===== src/mcd_pkg.sv =====
// Shared constants, types and the Morse code table of the decoder.
// No dependencies.
package mcd_pkg;

  localparam int unsigned MaxLen = 6;
  localparam int unsigned LenW   = 3;
  localparam int unsigned CharW  = 7;

  // Input byte codes.
  localparam logic [7:0] SymDot   = 8'h2E;
  localparam logic [7:0] SymDash  = 8'h2D;
  localparam logic [7:0] SymSlash = 8'h2F;
  localparam logic [7:0] SymSpace = 8'h20;
  localparam logic [7:0] SymTab   = 8'h09;
  localparam logic [7:0] SymCr    = 8'h0D;

  localparam logic [CharW-1:0] ChSpace = 7'h20;

  // Result of flushing a token.
  typedef struct packed {
    logic             hit;
    logic [CharW-1:0] ch;
  } mcd_flush_t;

  // Table lookup: bit i of pat is a dash at position i. Codes never collide.
  function automatic mcd_flush_t mcd_lookup(input logic [LenW-1:0] len,
                                            input logic [MaxLen-1:0] pat);
    mcd_flush_t r;
    r.hit = 1'b1;
    r.ch  = '0;
    unique case ({len, pat})
      {3'd2, 6'b000010}: r.ch = 7'h41; // A
      {3'd4, 6'b000001}: r.ch = 7'h42; // B
      {3'd4, 6'b000101}: r.ch = 7'h43; // C
      {3'd3, 6'b000001}: r.ch = 7'h44; // D
      {3'd1, 6'b000000}: r.ch = 7'h45; // E
      {3'd4, 6'b000100}: r.ch = 7'h46; // F
      {3'd3, 6'b000011}: r.ch = 7'h47; // G
      {3'd4, 6'b000000}: r.ch = 7'h48; // H
      {3'd2, 6'b000000}: r.ch = 7'h49; // I
      {3'd4, 6'b001110}: r.ch = 7'h4A; // J
      {3'd3, 6'b000101}: r.ch = 7'h4B; // K
      {3'd4, 6'b000010}: r.ch = 7'h4C; // L
      {3'd2, 6'b000011}: r.ch = 7'h4D; // M
      {3'd2, 6'b000001}: r.ch = 7'h4E; // N
      {3'd3, 6'b000111}: r.ch = 7'h4F; // O
      {3'd4, 6'b000110}: r.ch = 7'h50; // P
      {3'd4, 6'b001011}: r.ch = 7'h51; // Q
      {3'd3, 6'b000010}: r.ch = 7'h52; // R
      {3'd3, 6'b000000}: r.ch = 7'h53; // S
      {3'd1, 6'b000001}: r.ch = 7'h54; // T
      {3'd3, 6'b000100}: r.ch = 7'h55; // U
      {3'd4, 6'b001000}: r.ch = 7'h56; // V
      {3'd3, 6'b000110}: r.ch = 7'h57; // W
      {3'd4, 6'b001001}: r.ch = 7'h58; // X
      {3'd4, 6'b001101}: r.ch = 7'h59; // Y
      {3'd4, 6'b000011}: r.ch = 7'h5A; // Z
      {3'd5, 6'b011111}: r.ch = 7'h30; // 0
      {3'd5, 6'b011110}: r.ch = 7'h31; // 1
      {3'd5, 6'b011100}: r.ch = 7'h32; // 2
      {3'd5, 6'b011000}: r.ch = 7'h33; // 3
      {3'd5, 6'b010000}: r.ch = 7'h34; // 4
      {3'd5, 6'b000000}: r.ch = 7'h35; // 5
      {3'd5, 6'b000001}: r.ch = 7'h36; // 6
      {3'd5, 6'b000011}: r.ch = 7'h37; // 7
      {3'd5, 6'b000111}: r.ch = 7'h38; // 8
      {3'd5, 6'b001111}: r.ch = 7'h39; // 9
      {3'd5, 6'b001001}: r.ch = 7'h2F; // slash
      {3'd6, 6'b001100}: r.ch = 7'h3F; // question mark
      {3'd6, 6'b101010}: r.ch = 7'h2E; // period
      {3'd6, 6'b110011}: r.ch = 7'h2C; // comma
      {3'd5, 6'b001010}: r.ch = 7'h2B; // plus
      {3'd5, 6'b010001}: r.ch = 7'h3D; // equals
      default:           r.hit = 1'b0;
    endcase
    return r;
  endfunction

endpackage


===== src/mcd_if.sv =====
// Valid/ready channel interfaces for the Morse code decoder.
// Depends on mcd_pkg.

interface mcd_in_if;
  logic       valid;
  logic       ready;
  logic [7:0] symbol_char;
  logic       end_of_text;

  modport source (output valid, output symbol_char, output end_of_text, input ready);
  modport sink   (input valid, input symbol_char, input end_of_text, output ready);
  modport mon    (input valid, input symbol_char, input end_of_text, input ready);
endinterface

interface mcd_out_if;
  logic                      valid;
  logic                      ready;
  logic [mcd_pkg::CharW-1:0] text_char;

  modport source (output valid, output text_char, input ready);
  modport sink   (input valid, input text_char, output ready);
  modport mon    (input valid, input text_char, input ready);
endinterface


===== src/morse_code_decoder_top.sv =====
// Top level of the Morse code decoder: input channel, token logic, result register.
// Depends on mcd_pkg, mcd_if.sv and mcd_token.
//
//   channel  | direction | payload                     | beat
//   in_i     | sink      | symbol_char, end_of_text    | one Morse text byte
//   out_o    | source    | text_char                   | one decoded character
//
// Every beat is taken in and decoded in the cycle it is accepted; a decoded
// character shows on out_o in the next cycle. One beat per cycle is sustained while out_o takes its results.
// The only stored path is the token register set and the result register.
// Reset (rst_ni low, asynchronous) clears the pending token and the result valid.
// in_i stalls only while a result sits in out_o and is not being taken.
module morse_code_decoder_top (
  input logic      clk_i,
  input logic      rst_ni,
  mcd_in_if.sink   in_i,
  mcd_out_if.source out_o
);
  import mcd_pkg::*;

  logic             accept;
  mcd_flush_t       flush;
  logic             out_valid_q, out_valid_d;
  logic [CharW-1:0] text_char_q;

  // The result register frees up in the same cycle it is read, so the input
  // waits only while the output is stalled.
  assign in_i.ready = !out_valid_q || out_o.ready;
  assign accept     = in_i.valid && in_i.ready;

  mcd_token u_token (
    .clk_i         (clk_i),
    .rst_ni        (rst_ni),
    .accept_i      (accept),
    .symbol_char_i (in_i.symbol_char),
    .end_of_text_i (in_i.end_of_text),
    .flush_o       (flush)
  );

  // A beat that decodes to a character loads the register; otherwise a taken
  // result leaves it empty.
  always_comb begin
    out_valid_d = out_valid_q;
    if (accept) begin
      out_valid_d = flush.hit;
    end else if (out_o.ready) begin
      out_valid_d = 1'b0;
    end
  end

  always_ff @(posedge clk_i or negedge rst_ni) begin
    if (!rst_ni) begin
      out_valid_q <= 1'b0;
    end else begin
      out_valid_q <= out_valid_d;
    end
  end

  always_ff @(posedge clk_i) begin
    if (accept && flush.hit) begin
      text_char_q <= flush.ch;
    end
  end

  assign out_o.valid     = out_valid_q;
  assign out_o.text_char = text_char_q;

endmodule


===== src/mcd_token.sv =====
// Token gathering and flush decode for the Morse code decoder.
// Depends on mcd_pkg.
module mcd_token (
  input  logic                clk_i,
  input  logic                rst_ni,
  input  logic                accept_i,
  input  logic [7:0]          symbol_char_i,
  input  logic                end_of_text_i,
  output mcd_pkg::mcd_flush_t flush_o
);
  import mcd_pkg::*;

  logic [LenW-1:0]   len_q, len_d, len_u;
  logic [MaxLen-1:0] pat_q, pat_d, pat_u;
  logic              mal_q, mal_d, mal_u;
  logic              sls_q, sls_d, sls_u;
  logic              is_sep;
  mcd_flush_t        flush_cur, flush_upd;

  assign is_sep = (symbol_char_i == SymSpace) ||
                  ((symbol_char_i >= SymTab) && (symbol_char_i <= SymCr));

  // Token after taking in a non-separator byte.
  always_comb begin
    len_u = len_q;
    pat_u = pat_q;
    mal_u = mal_q;
    sls_u = sls_q;
    if ((symbol_char_i == SymDot) || (symbol_char_i == SymDash)) begin
      if (sls_q || (len_q >= LenW'(MaxLen))) begin
        mal_u = 1'b1;
      end else begin
        pat_u[len_q] = (symbol_char_i == SymDash);
        len_u        = len_q + 1'b1;
      end
    end else if (symbol_char_i == SymSlash) begin
      if ((len_q == '0) && !sls_q && !mal_q) begin
        sls_u = 1'b1;
      end else begin
        mal_u = 1'b1;
      end
    end else begin
      mal_u = 1'b1;
    end
  end

  function automatic mcd_flush_t flush_of(input logic [LenW-1:0] len,
                                          input logic [MaxLen-1:0] pat,
                                          input logic mal, input logic sls);
    mcd_flush_t r;
    r = mcd_lookup(len, pat);
    if (sls) begin
      r.hit = 1'b1;
      r.ch  = ChSpace;
    end
    if (mal || (!sls && (len == '0))) begin
      r.hit = 1'b0;
    end
    return r;
  endfunction

  assign flush_cur = flush_of(len_q, pat_q, mal_q, sls_q);
  assign flush_upd = flush_of(len_u, pat_u, mal_u, sls_u);

  always_comb begin
    flush_o = '0;
    len_d   = len_u;
    pat_d   = pat_u;
    mal_d   = mal_u;
    sls_d   = sls_u;
    if (is_sep || end_of_text_i) begin
      flush_o = is_sep ? flush_cur : flush_upd;
      len_d   = '0;
      pat_d   = '0;
      mal_d   = 1'b0;
      sls_d   = 1'b0;
    end
  end

  always_ff @(posedge clk_i or negedge rst_ni) begin
    if (!rst_ni) begin
      len_q <= '0;
      pat_q <= '0;
      mal_q <= 1'b0;
      sls_q <= 1'b0;
    end else if (accept_i) begin
      len_q <= len_d;
      pat_q <= pat_d;
      mal_q <= mal_d;
      sls_q <= sls_d;
    end
  end

endmodule


===== src/flat_wrapper.sv =====
// flat-port wrapper written by rule: the top's interface ports become plain ports
module morse_code_decoder_top_flat import mcd_pkg::*;
  (clk_i, rst_ni, in_i_valid, in_i_symbol_char, in_i_end_of_text, in_i_ready, out_o_valid, out_o_text_char, out_o_ready);
  mcd_in_if in_i_i ();
  mcd_out_if out_o_i ();
  input logic clk_i;
  input logic rst_ni;
  input wire logic [$bits(in_i_i.valid)-1:0] in_i_valid;
  input wire logic [$bits(in_i_i.symbol_char)-1:0] in_i_symbol_char;
  input wire logic [$bits(in_i_i.end_of_text)-1:0] in_i_end_of_text;
  output wire logic [$bits(in_i_i.ready)-1:0] in_i_ready;
  output wire logic [$bits(out_o_i.valid)-1:0] out_o_valid;
  output wire logic [$bits(out_o_i.text_char)-1:0] out_o_text_char;
  input wire logic [$bits(out_o_i.ready)-1:0] out_o_ready;
  assign in_i_i.valid = in_i_valid;
  assign in_i_i.symbol_char = in_i_symbol_char;
  assign in_i_i.end_of_text = in_i_end_of_text;
  assign in_i_ready = in_i_i.ready;
  assign out_o_valid = out_o_i.valid;
  assign out_o_text_char = out_o_i.text_char;
  assign out_o_i.ready = out_o_ready;
  morse_code_decoder_top u_core (.clk_i(clk_i), .rst_ni(rst_ni), .in_i(in_i_i), .out_o(out_o_i));
endmodule

===== config.mk =====
export PLATFORM = sky130hd
export DESIGN_NAME = morse_code_decoder_top_flat
export DESIGN_NICKNAME = d
export VERILOG_FILES = /design/src/mcd_pkg.sv /design/src/mcd_if.sv /design/src/morse_code_decoder_top.sv /design/src/mcd_token.sv /design/src/flat_wrapper.sv
export SDC_FILE = /design/constraint.sdc
export NUM_CORES = 1
export LEC_CHECK = 0
export ABC_AREA = 1
export BUFFER_PORTS_ARGS = -buffer_cell sky130_fd_sc_hd__clkbuf_2
export CORE_MARGIN = 2
export CORE_UTILIZATION = 40
export DETAILED_ROUTE_END_ITERATION = 8
export SYNTH_ARGS = -nofsm -noshare
export SYNTH_HDL_FRONTEND = slang
export SYNTH_SLANG_ARGS = --single-unit

===== constraint.sdc =====
create_clock -name clk_i -period 2.7 [get_ports clk_i]
set_clock_uncertainty 0.2 [all_clocks]
set_input_delay 0.135 -clock clk_i [delete_from_list [all_inputs] [get_ports clk_i]]
set_output_delay 0.135 -clock clk_i [all_outputs]
set_load 0.1 [all_outputs]

==> metrics.yaml <==
status: "complete, but fails checks"
violations: "setup timing"
finalCriticalPeriod_ps: 2770
initial_core_util_pct: 41.1
place_congestion: 0.966
fmax_mhz: 361
portBuffers: 21
drc: 0
clk_latency_ps: 260
vdd_drop_max_v: 0.000119
ctsRootBufferMaster: "clkbuf_8"
p_total_w: 0.000592
yosys-top-cells-area: "nand2_1, nand3_1, nor2_1"
setup_viol: 10
ant_nets: 0
cts_max_level: 1
report.final.slew_viol_count: 0
fin_crit_sh_pct: 103
ys_seq_area_share_pct: 16.3
vias_per_cell: 5.38
power_density_nw_per_um2: 120
synth_area_leader_cell: "nand2_1"
num_vias: 4469
dp.final_hpwl_um: 9510
crit_path_max_fanout: 7
cts_tree: "yes"
cp.required_ps: 2480
placed_area_um2: 4310
worstMarginPinSlew_ps: 540
dieArea_um2: 8580
yosys.cell_types.count: 38
wl_um: 12700
layout-drive-gt1-share_pct: 42.1
drt_iter0_drc: 448
n_fill_cell: 694
grt_pass1_wl_um: 19600
ys_ff_latch: 19
ys_warn_count: 0
rsz0062_at_grt: "yes"
clk_pin_slew_worst_paths_ps: 70
start_kind: "register"
gr-usage-all-layers_pct: 28.3
final-hold-violation-count: 0
gr-total-overflow: 0
antenna_found_initial: 0
core.rowCount: 32
dieWidth_um: 92.6
maxCapViolCount: 0
ios: 22
syn_to_final_growth_pct: 56.6
end_kind: "register"
cts_made_buffers: 3
min_path_type: "in2async"
grt_max_degree: 23
critPathArrivalTime_ps: 2560
num_antenna_cells: 0
core_um2: 7650
fin_area_um2: 4920
tns_ps: -654
nets: 747
wl_per_cell_um: 15.3
syn-num-nets: 577
slew_headroom_pct: 64.2
clkSinkCount: 19
drtPass1Iterations: 5
grt_pass1_vias: 4221
syn-instance-count: 560
avgSynthCellArea_um2: 5.61
die_height_um: 92.6
synth_area_um2: 3140
clock_path_buffers: 2
p_leak_nw: 2.52
setup_ws_ps: -72.9
synth_top_area_share_pct: 15.9
crit_type: "reg2reg"
-- cell type report --
class,count,area [um^2],area share (%)
Clock inverter,1,5.00,0.102
Multi-Input combinational cell,448,2600,52.9
Clock buffer,3,41.3,0.839
Inverter,83,322,6.54
Timing Repair Buffer,175,1310,26.6
Tap cell,102,128,2.59
Sequential cell,19,514,10.5
-- report_power, final --
part | switching [W] | total (W) | internal, W
combinational | 0.0000529 | 0.0000852 | 0.0000323
clock | 0.000103 | 0.000206 | 0.000103
sequential | 0.00000146 | 0.000301 | 0.000299
-- placed cells by master (no fill, tap or decap), types with 2 or more instances in the layout --
cell / synthesis / final
dfrtp_1: 12 / 9
dlygate4sd3_1: 0 / 2
a21oi_1: 16 / 12
nor2_8: 2 / 2
inv_1: 75 / 70
nor2_2: 5 / 26
clkbuf_8: 0 / 3
a21oi_4: 2 / 5
o21ai_1: 2 / 6
or2_2: 2 / 2
a21oi_2: 3 / 4
clkbuf_2: 0 / 21
dfrtp_2: 0 / 3
inv_4: 0 / 4
nand2_1: 133 / 116
buf_4: 0 / 146
nand3_1: 81 / 69
o31ai_1: 2 / 2
nand4_1: 12 / 12
buf_6: 6 / 4
nand2_2: 15 / 22
nor2_4: 7 / 19
o21ai_0: 13 / 9
ha_1: 4 / 3
o41ai_1: 2 / 2
nor4_1: 3 / 3
a31oi_1: 2 / 2
buf_12: 0 / 2
nor2_1: 102 / 71
inv_2: 7 / 9
o22ai_1: 11 / 11
nand2_4: 5 / 14
nand3_2: 3 / 14
nor3_1: 11 / 10
edfxtp_1: 7 / 7
-- state kept, by name (all words and copies together) (netlist names) --
register,cells
u_core.u_token.mal_q,1
u_core.out_o.text_char,7
u_core.u_token.sls_q,1
u_core.u_token.len_q,3
u_core.u_token.pat_q,6
u_core.out_o.valid,1
-- cell usage after synthesis, drive strengths merged --
cell type,count
nand3b,1
nor2,116
nand4,12
edfxtp,7
nor3b,1
o21ai,15
a211oi,2
clkinv,1
o2111ai,1
a31oi,3
o31ai,2
inv,82
nor3,11
a21boi,1
or2,2
o22ai,11
o211ai,1
nand2,153
dfrtp,12
clkbuf,3
nor4,3
ha,4
a21oi,21
o41ai,2
buf,9
nand3,84
-- worst paths after layout --
check                                             start                         to  slack (ps)  depth (start not counted)
worst max-delay path            u_core.u_token.len_q[1]  u_core.out_o.text_char[6]         -70                         17
worst min-delay path                             rst_ni    u_core.u_token.pat_q[3]          90                          2
worst max register to register  u_core.u_token.len_q[1]  u_core.out_o.text_char[6]         -70                         17
worst min register to register       u_core.out_o.valid         u_core.out_o.valid         330                          2
max in group asynchronous                        rst_ni    u_core.u_token.len_q[1]        1950                          2
min in group clk_i                     in_i_end_of_text  u_core.out_o.text_char[0]         150                          4
-- per-layer routing --
metal / global-route usage, % / up-vias / share of wire [%] / routed length [um]
met5: 0 / - / 0 / 0
met4: 11.8 / 0 / 4.1 / 526
met3: 3.82 / 49 / 7.7 / 977
met2: 47.7 / 245 / 47 / 6010
met1: 36.1 / 2016 / 41 / 5220
li1: - / 2159 / - / -
-- worst max-delay path, cell delays in order, from the launching register on --
cell and delay [ps]:
dfrtp_2 460, inv_4 80, ha_1 290, nand2_1 50, nand2_1 50, nand2_1 70
nand2_2 130, nand2_2 100, buf_4 150, nor2_1 170, nand4_1 170, nand3_1 140
inv_2 50, nand3_2 70, nor2_2 50, nand3_2 60, nand2_2 70, inv_4 110
-- stage by stage --
stage	hold slack [ps]	setup slack (ps)	instances	utilization [%]
global placement	-153	-131	806	56.3
finish	90.4	-72.9	831	64.3
floorplan	-361	101	560	-
CTS	104	1.91	821	59.7
global route	142	-204	831	64.3
detailed placement	-151	-201	806	56.3
-- cells by family (layout without fill, tap and decap cells) --
logic type               after synthesis  in the layout  share of synthesized area (%)
flip-flops                            19             19                           16.3
AO/OA/AOI/OAI                         59             59                           12.1
AND/OR/NAND/NOR                      383            385                           57.1
buffers and inverters                 95            262                           12.9
adder cells (fa/ha/maj)                4              4                           1.59
-- repair_timing --
action	4_1_cts	5_1_grt
hold endpoints to repair	13	0
setup endpoints to repair	10	15
gates resized for setup	35	79
buffers inserted	7	10
hold buffers	2	0
pin swaps	18	29
cloned	2	0
(Power assumes the default switching activity.)
